**src/itf_pkg.sv**
```systemverilog
// ----------------------------------------------------------------------------
// itf_pkg
// Types and constants shared by the integer to text formatter.
// ----------------------------------------------------------------------------
package itf_pkg;

  localparam int unsigned FlagZero   = 0;
  localparam int unsigned FlagSigned = 1;
  localparam int unsigned FlagPlus   = 2;
  localparam int unsigned FlagSpace  = 3;
  localparam int unsigned FlagLeft   = 4;
  localparam int unsigned FlagPrefix = 5;
  localparam int unsigned FlagLower  = 6;

  localparam logic [7:0] ChSpace = 8'h20;
  localparam logic [7:0] ChMinus = 8'h2d;
  localparam logic [7:0] ChPlus  = 8'h2b;
  localparam logic [7:0] ChZero  = 8'h30;

  localparam logic [5:0] RadixOct = 6'd8;
  localparam logic [5:0] RadixHex = 6'd16;

  // Classified job handed from the front to the back.
  typedef struct packed {
    logic        bad;
    logic [63:0] mag;
    logic [5:0]  radix;
    logic [5:0]  width;
    logic [5:0]  prec;
    logic [7:0]  sign;    // zero when no sign character
    logic        zero;
    logic        left;
    logic        prefix;
    logic        lower;
  } itf_job_t;

  typedef enum logic [3:0] {
    ST_IDLE, ST_DIV, ST_PAD, ST_SIGN, ST_PRE0, ST_PREX,
    ST_ZPAD, ST_PZERO, ST_DIGIT, ST_TAIL, ST_BAD
  } itf_state_e;

  function automatic logic [7:0] digit_char(input logic [5:0] d, input logic lower);
    logic [7:0] c;
    if (d < 6'd10) c = 8'h30 + {2'b00, d};
    else if (lower) c = 8'h61 + {2'b00, d} - 8'd10;
    else c = 8'h41 + {2'b00, d} - 8'd10;
    return c;
  endfunction

endpackage

```
**src/integer_to_text_formatter.sv**
```systemverilog
// ----------------------------------------------------------------------------
// integer_to_text_formatter
// printf-style integer to ASCII text, one character per output item.
// ----------------------------------------------------------------------------
// Each input item carries an integer, a base (2..36), field width, minimum
// digit count and flags; the block emits the formatted text one character
// per output item, last set on the final one. A base outside 2..36 gives a
// single item with bad_base set and character 0. Text is capped at
// MAX_CHARS characters, the final item then flagged truncated.
// Flow: a front stage classifies an item into a one-entry queue. The
// back takes a job, then extracts digits with a restoring divider, one
// quotient bit per cycle. A sizing step then works out the padding; after
// that the text streams at one character per cycle while the receiver is
// ready, and each of the five runs (leading spaces, zero padding,
// precision zeros, digits, trailing spaces) ends in a step that emits
// nothing, as does each of the three sign and prefix slots left empty.
// Once MAX_CHARS characters are out the rest is dropped at once. A stalled
// receiver holds the back on any character it has to emit. The back takes
// one item at a time; the queue lets the next item be accepted while the
// current one is still being processed.
module integer_to_text_formatter import itf_pkg::*; #(
  parameter int unsigned VALUE_BITS = 32,
  parameter int unsigned MAX_CHARS  = 64
) (
  input  logic        clk_i,
  input  logic        rst_ni,
  input  logic        valid_i,
  output logic        ready_o,
  input  logic [31:0] value_i,
  input  logic [5:0]  radix_i,
  input  logic [5:0]  field_width_i,
  input  logic [5:0]  min_digits_i,
  input  logic [6:0]  format_flags_i,
  output logic        valid_o,
  input  logic        ready_i,
  output logic [7:0]  out_char_o,
  output logic        last_o,
  output logic        bad_base_o,
  output logic        truncated_o
);

  logic     job_valid, job_ready;
  itf_job_t job;

  itf_front #(.VALUE_BITS(VALUE_BITS)) u_front (
    .clk_i, .rst_ni, .valid_i, .ready_o, .value_i, .radix_i, .field_width_i,
    .min_digits_i, .format_flags_i,
    .job_valid_o(job_valid), .job_ready_i(job_ready), .job_o(job)
  );

  itf_back #(.VALUE_BITS(VALUE_BITS), .MAX_CHARS(MAX_CHARS)) u_back (
    .clk_i, .rst_ni, .job_valid_i(job_valid), .job_ready_o(job_ready),
    .job_i(job), .valid_o, .ready_i, .out_char_o, .last_o, .bad_base_o,
    .truncated_o
  );

endmodule

```
**src/itf_front.sv**
```systemverilog
// ----------------------------------------------------------------------------
// itf_front
// Accept an item, classify sign, magnitude and base into a job.
// ----------------------------------------------------------------------------
module itf_front import itf_pkg::*; #(
  parameter int unsigned VALUE_BITS = 32
) (
  input  logic        clk_i,
  input  logic        rst_ni,
  input  logic        valid_i,
  output logic        ready_o,
  input  logic [31:0] value_i,
  input  logic [5:0]  radix_i,
  input  logic [5:0]  field_width_i,
  input  logic [5:0]  min_digits_i,
  input  logic [6:0]  format_flags_i,
  output logic        job_valid_o,
  input  logic        job_ready_i,
  output itf_job_t    job_o
);

  localparam logic [63:0] ValueMask = {64{1'b1}} >> (64 - VALUE_BITS);

  logic [63:0] raw, mag;
  logic        neg;
  itf_job_t    job_d, job_q;
  logic        full_q;

  always_comb begin
    raw = {32'h0, value_i} & ValueMask;
    neg = format_flags_i[FlagSigned] & raw[VALUE_BITS-1];
    mag = neg ? ((~raw + 64'd1) & ValueMask) : raw;
    job_d.bad    = (radix_i < 6'd2) || (radix_i > 6'd36);
    job_d.mag    = mag;
    job_d.radix  = radix_i;
    job_d.width  = field_width_i;
    job_d.prec   = min_digits_i;
    job_d.left   = format_flags_i[FlagLeft];
    job_d.zero   = format_flags_i[FlagZero] & ~format_flags_i[FlagLeft];
    job_d.prefix = format_flags_i[FlagPrefix];
    job_d.lower  = format_flags_i[FlagLower];
    if (neg) job_d.sign = ChMinus;
    else if (format_flags_i[FlagPlus]) job_d.sign = ChPlus;
    else if (format_flags_i[FlagSpace]) job_d.sign = ChSpace;
    else job_d.sign = 8'h00;
  end

  // One-entry queue towards the back.
  assign ready_o     = ~full_q | job_ready_i;
  assign job_valid_o = full_q;
  assign job_o       = job_q;

  always_ff @(posedge clk_i or negedge rst_ni) begin
    if (!rst_ni) begin
      full_q <= 1'b0;
    end else if (ready_o) begin
      full_q <= valid_i;
    end
  end

  always_ff @(posedge clk_i) begin
    if (ready_o && valid_i) job_q <= job_d;
  end

endmodule

```
**src/itf_back.sv**
```systemverilog
// ----------------------------------------------------------------------------
// itf_back
// Extract digits by serial division, then stream the text one item a cycle while the receiver is ready.
// ----------------------------------------------------------------------------
module itf_back import itf_pkg::*; #(
  parameter int unsigned VALUE_BITS = 32,
  parameter int unsigned MAX_CHARS  = 64
) (
  input  logic       clk_i,
  input  logic       rst_ni,
  input  logic       job_valid_i,
  output logic       job_ready_o,
  input  itf_job_t   job_i,
  output logic       valid_o,
  input  logic       ready_i,
  output logic [7:0] out_char_o,
  output logic       last_o,
  output logic       bad_base_o,
  output logic       truncated_o
);

  localparam int unsigned BitW      = $clog2(VALUE_BITS + 1);
  localparam int unsigned MaxDigits = 64;

  itf_state_e state_q, state_d;
  itf_job_t   job_q;
  logic [5:0] digs_q [MaxDigits]; // digit stack, most significant at index 0
  logic [6:0] nd_q, nd_d;
  logic [63:0] quo_q, quo_d;
  logic [5:0]  rem_q, rem_d;
  logic [BitW-1:0] bit_q, bit_d;
  logic [7:0]  pad_q, pad_d;     // remaining width, unsigned 8 bit
  logic [6:0]  cnt_q, cnt_d;     // run counter
  logic [6:0]  emit_q, emit_d;   // chars emitted so far
  logic [6:0]  tot_q, tot_d;     // total text length (saturates at 127)
  logic [7:0]  tot_full;
  logic        dig_we;
  logic        dig_pop;
  logic [5:0]  dig_val;
  logic [6:0]  rem_sh;
  logic [7:0]  ch;
  logic        ch_v;
  logic        take_job;
  logic [5:0]  prec_eff;
  logic        obuf_v_q;
  logic [7:0]  obuf_c_q;
  logic        obuf_l_q, obuf_b_q, obuf_t_q;
  logic        can_emit;

  assign can_emit = ~obuf_v_q | ready_i;
  assign job_ready_o = (state_q == ST_IDLE);
  assign take_job = job_valid_i && job_ready_o;
  assign prec_eff = (nd_q > {1'b0, job_q.prec}) ? nd_q[5:0] : job_q.prec;

  // Total length of the text once digits are known.
  always_comb begin
    logic [7:0] body;
    logic [7:0] w;
    body = {2'b00, prec_eff} + ((job_q.sign != 8'h00) ? 8'd1 : 8'd0);
    if (job_q.prefix && job_q.radix == RadixHex) body = body + 8'd2;
    else if (job_q.prefix && job_q.radix == RadixOct) body = body + 8'd1;
    w = {2'b00, job_q.width};
    tot_full = ($signed(w) > $signed(body)) ? w : body;
  end

  always_comb begin
    state_d = state_q;
    nd_d    = nd_q;
    quo_d   = quo_q;
    rem_d   = rem_q;
    bit_d   = bit_q;
    pad_d   = pad_q;
    cnt_d   = cnt_q;
    emit_d  = emit_q;
    tot_d   = tot_q;
    dig_we  = 1'b0;
    dig_pop = 1'b0;
    dig_val = '0;
    ch      = 8'h00;
    ch_v    = 1'b0;
    rem_sh  = {rem_q, quo_q[bit_q]};
    unique case (state_q)
      ST_IDLE: begin
        if (take_job) begin
          nd_d  = '0;
          quo_d = job_i.mag;
          rem_d = '0;
          bit_d = BitW'(VALUE_BITS - 1);
          emit_d = '0;
          state_d = job_i.bad ? ST_BAD : ST_DIV;
        end
      end
      ST_DIV: begin
        // One quotient bit per cycle.
        if (rem_sh >= {1'b0, job_q.radix}) begin
          rem_d = 6'(rem_sh - {1'b0, job_q.radix});
          quo_d[bit_q] = 1'b1;
        end else begin
          rem_d = rem_sh[5:0];
          quo_d[bit_q] = 1'b0;
        end
        if (bit_q == '0) begin
          dig_we = 1'b1;
          dig_val = rem_d;
          nd_d = nd_q + 7'd1;
          rem_d = '0;
          bit_d = BitW'(VALUE_BITS - 1);
          if (quo_d == '0) begin
            state_d = ST_PAD;
            pad_d = 8'hff; // marks "compute on entry"
          end
        end else begin
          bit_d = bit_q - BitW'(1);
        end
      end
      ST_PAD: begin
        if (pad_q == 8'hff) begin
          tot_d = (tot_full > 8'd127) ? 7'd127 : tot_full[6:0];
          pad_d = tot_full - ({2'b00, prec_eff}
                  + ((job_q.sign != 8'h00) ? 8'd1 : 8'd0)
                  + ((job_q.prefix && job_q.radix == RadixHex) ? 8'd2 :
                     (job_q.prefix && job_q.radix == RadixOct) ? 8'd1 : 8'd0));
          cnt_d = pad_d[6:0];
          if (job_q.zero || job_q.left) cnt_d = '0;
        end else if (cnt_q != '0) begin
          ch = ChSpace; ch_v = 1'b1;
          if (can_emit) cnt_d = cnt_q - 7'd1;
        end else begin
          state_d = ST_SIGN;
        end
      end
      ST_SIGN: begin
        if (job_q.sign != 8'h00) begin
          ch = job_q.sign; ch_v = 1'b1;
        end
        if (can_emit || job_q.sign == 8'h00) state_d = ST_PRE0;
      end
      ST_PRE0: begin
        if (job_q.prefix && (job_q.radix == RadixHex || job_q.radix == RadixOct)) begin
          ch = ChZero; ch_v = 1'b1;
          if (can_emit) state_d = ST_PREX;
        end else begin
          state_d = ST_PREX;
        end
        cnt_d = job_q.zero ? pad_q[6:0] : 7'd0;
      end
      ST_PREX: begin
        if (job_q.prefix && job_q.radix == RadixHex) begin
          ch = job_q.lower ? 8'h78 : 8'h58; ch_v = 1'b1;
          if (can_emit) state_d = ST_ZPAD;
        end else begin
          state_d = ST_ZPAD;
        end
      end
      ST_ZPAD: begin
        if (cnt_q != '0) begin
          ch = ChZero; ch_v = 1'b1;
          if (can_emit) cnt_d = cnt_q - 7'd1;
        end else begin
          cnt_d = 7'({1'b0, prec_eff} - nd_q);
          state_d = ST_PZERO;
        end
      end
      ST_PZERO: begin
        if (cnt_q != '0) begin
          ch = ChZero; ch_v = 1'b1;
          if (can_emit) cnt_d = cnt_q - 7'd1;
        end else begin
          cnt_d = nd_q;
          state_d = ST_DIGIT;
        end
      end
      ST_DIGIT: begin
        // Pop the stack: the most significant digit sits on top.
        if (cnt_q != '0) begin
          ch = digit_char(digs_q[0], job_q.lower); ch_v = 1'b1;
          if (can_emit) begin
            cnt_d = cnt_q - 7'd1;
            dig_pop = 1'b1;
          end
        end else begin
          cnt_d = job_q.left ? pad_q[6:0] : 7'd0;
          state_d = ST_TAIL;
        end
      end
      ST_TAIL: begin
        if (cnt_q != '0) begin
          ch = ChSpace; ch_v = 1'b1;
          if (can_emit) cnt_d = cnt_q - 7'd1;
        end else begin
          state_d = ST_IDLE;
        end
      end
      ST_BAD: begin
        if (can_emit) state_d = ST_IDLE;
      end
      default: state_d = ST_IDLE;
    endcase
    if (ch_v && can_emit) begin
      emit_d = emit_q + 7'd1;
      // Drop the rest once the cap is reached.
      if (emit_d == 7'(MAX_CHARS)) state_d = ST_IDLE;
    end
  end

  always_ff @(posedge clk_i or negedge rst_ni) begin
    if (!rst_ni) begin
      state_q  <= ST_IDLE;
      obuf_v_q <= 1'b0;
    end else begin
      state_q <= state_d;
      if (can_emit) obuf_v_q <= ch_v || (state_q == ST_BAD);
    end
  end

  always_ff @(posedge clk_i) begin
    nd_q <= nd_d; quo_q <= quo_d; rem_q <= rem_d; bit_q <= bit_d;
    pad_q <= pad_d; cnt_q <= cnt_d; emit_q <= emit_d; tot_q <= tot_d;
    if (take_job) job_q <= job_i;
    if (dig_we) begin
      digs_q[0] <= dig_val;
      for (int i = 1; i < MaxDigits; i++) digs_q[i] <= digs_q[i-1];
    end else if (dig_pop) begin
      for (int i = 0; i < MaxDigits - 1; i++) digs_q[i] <= digs_q[i+1];
    end
    if (can_emit) begin
      obuf_c_q <= (state_q == ST_BAD) ? 8'h00 : ch;
      obuf_b_q <= (state_q == ST_BAD);
      obuf_l_q <= (state_q == ST_BAD) || (emit_d == tot_q)
                  || (emit_d == 7'(MAX_CHARS));
      obuf_t_q <= (state_q != ST_BAD) && (emit_d == 7'(MAX_CHARS))
                  && (tot_q > 7'(MAX_CHARS));
    end
  end

  assign valid_o     = obuf_v_q;
  assign out_char_o  = obuf_c_q;
  assign last_o      = obuf_l_q;
  assign bad_base_o  = obuf_b_q;
  assign truncated_o = obuf_t_q;

endmodule

```
**config.mk**
```make
export PLATFORM = sky130hd
export DESIGN_NAME = integer_to_text_formatter
export DESIGN_NICKNAME = d
export VERILOG_FILES = /design/src/itf_pkg.sv /design/src/integer_to_text_formatter.sv /design/src/itf_front.sv /design/src/itf_back.sv
export SDC_FILE = /design/constraint.sdc
export NUM_CORES = 1
export LEC_CHECK = 0
export BUFFER_PORTS_ARGS = -buffer_cell sky130_fd_sc_hd__buf_2
export CAP_MARGIN = 20
export CORE_MARGIN = 5
export CORE_UTILIZATION = 45
export DETAILED_ROUTE_END_ITERATION = 12
export PLACE_DENSITY_LB_ADDON = 0.08
export SYNTH_ARGS = -nofsm -noshare
export SYNTH_HDL_FRONTEND = slang
export SYNTH_HIERARCHICAL = 1
export SYNTH_SLANG_ARGS = --single-unit
```
**constraint.sdc**
```tcl
create_clock -name clk_i -period 26.9 [get_ports clk_i]
set_clock_uncertainty 0.15 [all_clocks]
set_input_delay 2.69 -clock clk_i [delete_from_list [all_inputs] [get_ports clk_i]]
set_output_delay 2.69 -clock clk_i [all_outputs]
set_load 0.005 [all_outputs]
```
Word level (Yosys, flattened, before mapping). Memory sizes are Yosys's and may differ from the RTL's. Cells that the tools add are included.

Bits in registers: 250. Memory bits (writable): 384. Output and inout port bits: 13. Memories: 1.

Memory list: u_back.digs_q (depth 64, bits a word 6, read ports 64, clocked after memory_dff 0, write ports 64, line itf_back.sv:27) `logic [5:0] digs_q [MaxDigits];`.

$add $sub $neg: 17. $lt $le $gt $ge: 10. Equality and inequality tests: 21. Mux-type cells: 156. Bitwise gates (word level): 74. Reductions and logical operators: 32.

Operator list (count): 6-bit two-way mux (77); 64-bit two-way mux (3); 64-bit case mux with 2 select lines (1); 7-bit two-way mux (14); 8-bit two-way mux (12); 4-bit two-way mux (18); 1-bit bitwise OR (65); 64-bit AND (1); 64-bit logical NOT (1); 64-bit NOT (1); 64-bit bitwise OR (1); 8-bit case mux with 7 select lines (1); 4-bit case mux with 11 select lines (1); 7-bit case mux with 6 select lines (1); 32-bit by 1-bit adder with 32-bit output (second input constant) (1); 32-bit two-way mux (1); 32-bit NOT (1); 6-bit case mux with 2 select lines (2); 1-bit two-way mux (19); 7-bit by 6-bit adder with 8-bit output (first input constant) (2); 4-bit by 3-bit equality test with 1-bit output (second input constant) (4); 8-bit case mux with 2 select lines (1); 8-bit by 4-bit subtractor with 8-bit output (second input constant) (2); 7-bit by 1-bit adder with 7-bit output (second input constant) (2); other kinds (52) (78).

Depth between registers and ports, before layout.
Depth after elaboration: 14. Mapped depth: 32. Gate-level depth less buffers: 32.

Modules after synthesis. The synthesis kept the hierarchy.

Modules (own cells, without submodules): itf_back (times used 1, cells an instance 2854, area an instance 27436.3 µm², seq. area each 16180.5 µm²); itf_front (times used 1, cells an instance 227, area an instance 2920.3 µm², seq. area each 1796.7 µm²).

Worst setup path before layout. OpenSTA, ideal clock, no wires.

Kind: input to register. From: input port ready_i. To: memory u_back.digs_q[0][0] (enable). Library setup time: 2.752 ns. Arrival: 10.382 ns. Required time: 23.998 ns. Setup slack: 13.616 ns. Stages: 8. Path buffers: 4. Cell sequence: nor2b_1 -> clkbuf_1 -> inv_1 -> clkbuf_1 -> nand3_1 -> clkbuf_1 -> clkbuf_1 -> nand2_1.

RTL lines: start, declared (line integer_to_text_formatter.sv:35) `input logic ready_i,`; end, declared (line itf_back.sv:27).

Worst setup path in the final report.
From: register u_back.nd_q[5]. To: register u_back.cnt_q[6], data pin.

Cells in the longest elaborated chain, start to end: 12. Elaborated cells between the ends (all ways): 16. Classes of those cells: add/sub: 6; order compare: 2; mux: 8.

RTL lines: start, declared (line itf_back.sv:28) `logic [6:0] nd_q, nd_d;`; start signal, assigned (line itf_back.sv:217) `nd_q <= nd_d; quo_q <= quo_d; rem_q <= rem_d; bit_q <= bit_d;`; 7-bit by 6-bit greater-than comparator with 1-bit output (line itf_back.sv:53) `assign prec_eff = (nd_q > {1'b0, job_q.prec}) ? nd_q[5:0] : job_q.prec;`; 6-bit two-way mux (line itf_back.sv:53); 6-bit by 8-bit adder with 8-bit output (line itf_back.sv:59, itf_back.sv:120); 8-bit by 1-bit adder with 8-bit output (line itf_back.sv:61) `else if (job_q.prefix && job_q.radix == RadixOct) body = body + 8'd1;`; 8-bit two-way mux (line itf_back.sv:61); 8-bit two-way mux (line itf_back.sv:60) `if (job_q.prefix && job_q.radix == RadixHex) body = body + 8'd2;`; 7-bit by 8-bit greater-than comparator with 1-bit output (line itf_back.sv:63) `tot_full = ($signed(w) > $signed(body)) ? w : body;`; 8-bit two-way mux (line itf_back.sv:63); 8-bit subtractor (line itf_back.sv:119) `pad_d = tot_full - ({2'b00, prec_eff}`; 7-bit two-way mux (line itf_back.sv:124) `if (job_q.zero || job_q.left) cnt_d = '0;`; 7-bit two-way mux (line itf_back.sv:117) `if (pad_q == 8'hff) begin`; 7-bit case mux with 6 select lines * (line itf_back.sv:82) `unique case (state_q)`; net u_back.cnt_d[6] (line itf_back.sv:33) `logic [6:0] cnt_q, cnt_d;`; end signal, assigned (line itf_back.sv:218) `pad_q <= pad_d; cnt_q <= cnt_d; emit_q <= emit_d; tot_q <= tot_d;`; end, declared (line itf_back.sv:33).

The timed path passes the listed nets; every way through them passes the cells marked *. A chain may end at the register's enable or synchronous reset.

==> key figures <==
Outcome
  – Status: finished, final reports clean

Die
  – Die area: 72800 µm²
  – Die X: approximately 270 µm
  – Initial core utilization: 45.3%
  – Core area: 67000 µm²
  – Die extent in y: 270 µm
  – Ports: 74
  – # rows: 95

Worst setup path
  – Slowest stage delay, CP: 490 ps
  – CP most frequent cell: ha_1
  – WS Path Type: flip-flop to flip-flop
  – FF-to-FF path depth: 30
  – Max FO, Critical Path: 6
  – Worst Path Arrival: slightly below 8000 ps
  – Slowest cell on the critical path: edfxtp_1
  – CP startpoint kind: flip-flop
  – Req. time, crit path: 27110 ps
  – CP Capture Type: flip-flop

Worst hold path
  – Worst min-delay path class: flip-flop to flip-flop
  – Cells on Worst Hold Path: 0

Synthesis
  – Synth warn: 6
  – Simple-Gate Fraction of Synth Area: 22.3%
  – Post-Syn Area per Cell: roughly 9.9 µm²
  – EDFF count, synth: slightly below 600
  – Adder-Cell Fraction of Synth Area: 2.37%
  – Top_reg_cell synth: edfxtp_1
  – Register area share after synthesis: 59.2%
  – Synth Area in XOR/XNOR: 2.24%
  – Gate Count Post-Synth: 3081
  – Yosys reg bits: approximately 600
  – Ys async rst share: 0.997%
  – Synth Area in Compound Gates: 9.26%
  – Mux contribution to synthesized area: less than 1%
  – Largest family of logic cells by synthesized area: simple AND/OR/NAND/NOR gates
  – Netlist cell types: 100
  – Synthesized cell area: 30400 µm²

STA
  – Slew Viols, Final: 0
  – Fin. Hold Viols: 0
  – Setup_tns: 0 ps
  – Final setup fails: 0
  – RSZ-0062 raised after global routing: no
  – Min Tclk post-route: about 7500 ps
  – Slew margin rel.: 28.7%
  – Worst-margin pin slew: approximately 1100 ps
  – Max Freq: 133 MHz
  – Period Utilization, post-route: between 20% and 30%

Placed design
  – Placed cell count: 3887
  – DP HPWL: 43300 µm
  – Gpl congestion: around 0.89
  – Buffers on Ports: 73

Pwr
  – Peak supply drop: 0.000118 V
  – PwrDens: 119 nW/µm²
  – Leak pwr: 12.6 nW
  – Switch Pwr: 1.52 mW
  – Power, Total: 4.00 mW
  – Clk network pwr share: 23.4%
  – Net Sw Frac: 37.9%
  – Flop pwr share: between 30% and 40%
  – Combinational Power Share: 39.1%
  – Total internal power: 2.49 mW

Clock network
  – Hold buffers post-CTS: 0
  – Post-CTS sizing: 0
  – Number of post-CTS setup repair buffers: 0
  – Num CTS Buffers: ~70
  – Clock transition at the registers of the reported paths: 60 ps
  – Clock Tree Root: clkbuf_16
  – CTS sink count: around 600
  – Worst-Skew Late Latency: 610 ps
  – H-tree Lvls: 3
  – CTS tree: built
  – Clock Path Buffers: 3

Route
  – ANT nets after route: 0
  – DRC errors left: 0
  – Total number of vias: around 22000
  – Drt wl/cell: between 15 and 20 µm
  – 1st-iter DRT viols: 1925
  – Final wirelength: 66600 µm
  – DRT Pass-1 Iters: 5
  – Vias per Instance: 5.36

Cells and area
  – Ratio of cells with drive above 1 in the final layout: 8.11%
  – # nets final: 3205
  – Non-filler cells, final: 4018
  – Area Growth Syn to Fin: 10.8%
  – Fillers: 6279

Global route
  – Antenna violations before repair: 1
  – First-pass GRT wire length: 108000 µm
  – Largest net degree at the start of global routing: 179
  – GRT overflow: 0
  – Vias in the first global route: 20700
  – GRT Util Overall: about 18%

Flow run
  – Max-cap violations: 0
## synth_stat cells (28+ instances only)
| master | count | area, µm² |
|---|---|---|
| nor2_1 | 111 | 417 |
| edfxtp_1 | 589 | 17700 |
| a21oi_1 | 73 | 365 |
| inv_1 | 68 | 255 |
| clkbuf_1 | 128 | 480 |
| buf_4 | 38 | 285 |
| ha_1 | 51 | 638 |
| xnor2_1 | 47 | 412 |
| o21ai_0 | 163 | 816 |
| o31a_1 | 28 | 245 |
| nand2_1 | 1288 | 4830 |
| nand3_1 | 40 | 200 |
## worst paths after layout
check	start	end	slack [ps]
setup reg to reg	u_back/nd_q[5]$_SDFFCE_PN0P_	u_back/cnt_q[6]$_DFFE_PP_	19410
min in group asynchronous	rst_ni	u_back/state_q[2]$_DFF_PN0_	1790
setup / recovery	u_back/nd_q[5]$_SDFFCE_PN0P_	u_back/cnt_q[6]$_DFFE_PP_	19410
hold / removal	u_front/job_o[0]$_DFFE_PP_	u_back/job_q[0]$_DFFE_PP_	250
hold reg to reg	u_front/job_o[0]$_DFFE_PP_	u_back/job_q[0]$_DFFE_PP_	250
max in group asynchronous	rst_ni	u_back/state_q[1]$_DFF_PN0_	24600
## layout make-up
class / count / area (µm²) / share of cell area, %
Sequential cell: 602 / 18000 / 53.4
Timing Repair Buffer: 97 / 643 / 1.91
Clock buffer: 88 / 1880 / 5.59
Inverter: 70 / 265 / 0.788
Tap cell: 873 / 1090 / 3.25
Clock inverter: 38 / 412 / 1.22
Multi-Input combinational cell: 2249 / 11400 / 33.8
Antenna cell: 1 / 2.50 / 0.00744
## cell families after synthesis
group | count (synthesis)
XOR/XNOR | 76
AND/OR/NAND/NOR | 1630
adder cells (fa/ha/maj) | 55
other | 1
multiplexers | 17
AO/OA/AOI/OAI | 436
flip-flops | 602
buffers and inverters | 264
## power by group through the flow
stage,registers [mW],logic [mW],clock network [mW]
3_3_place_gp,1.52,1.53,0
4_1_cts,1.50,1.57,0.971
6_report,1.50,1.56,0.937
3_5_place_dp,1.52,1.56,0
5_1_grt,1.52,1.76,1.01
2_1_floorplan,1.51,1.20,0
## through the flow
stage	hold WS [ps]	area (µm²)	worst slack [ps]	utilization (%)
2_1_floorplan	250	30500	13620	-
3_3_place_gp	255	31200	19300	46.6
3_5_place_dp	255	31300	19140	46.6
4_1_cts	251	33500	19320	50.0
5_1_grt	271	33600	18880	50.2
6_report	250	33600	19410	50.2
## sequential cells by signal (all words and copies together) (netlist names)
name	cells
u_back/valid_o	1
u_back/last_o	1
u_back/emit_q	7
u_front/job_o	59
u_back/truncated_o	1
u_back/pad_q	8
u_back/state_q	4
u_back/cnt_q	7
u_back/out_char_o	8
u_back/quo_q	64
u_back/job_q	30
u_back/nd_q	7
u_back/tot_q	7
u_back/bad_base_o	1
u_back/rem_q	6
u_front/job_valid_o	1
u_back/bit_q	6
u_back/digs_q	384
## layout by cell type (no fill, tap or decap), types with 10 or more instances in the layout
| cell type | n |
|---|---|
| clkbuf_1 | 13 |
| nand2b_1 | 22 |
| nor2b_1 | 18 |
| o22ai_1 | 11 |
| a22oi_1 | 22 |
| ha_1 | 51 |
| xnor2_1 | 47 |
| nor4_1 | 16 |
| nor3_1 | 25 |
| buf_2 | 73 |
| nand2_1 | 1285 |
| clkbuf_16 | 71 |
| clkinv_2 | 13 |
| edfxtp_1 | 589 |
| conb_1 | 35 |
| nor2_1 | 111 |
| o31a_1 | 28 |
| buf_4 | 18 |
| and3_1 | 10 |
| a221oi_1 | 10 |
| o21ai_0 | 163 |
| and2_1 | 10 |
| a21oi_1 | 73 |
| a211oi_1 | 13 |
| o31ai_1 | 11 |
| inv_1 | 67 |
| clkinv_1 | 11 |
| nand3_1 | 39 |
| or3_1 | 15 |
| nand4_1 | 17 |
| xor2_1 | 27 |
| a31oi_1 | 21 |
## critical path, delay by kind of cell, from the launching register on
family / cells / cell delay [ps]
AO/OA/AOI/OAI: 11 / 2020
XOR/XNOR: 1 / 240
adder cells (fa/ha/maj): 7 / 2520
buffers and inverters: 2 / 140
flip-flops: 1 / 490
multiplexers: 2 / 700
AND/OR/NAND/NOR: 7 / 980
## layer usage
| metal | up-vias | track usage, % | share of wire, % | routed length, µm |
|---|---|---|---|---|
| met4 | 0 | 6.54 | 2.9 | 1920 |
| met1 | 10200 | 25.6 | 47 | 31600 |
| met2 | 584 | 26.8 | 44 | 29200 |
| li1 | 10600 | - | - | - |
| met5 | - | 0 | 0 | 0 |
| met3 | 130 | 3.55 | 5.8 | 3880 |
(Power assumes the default switching activity.)
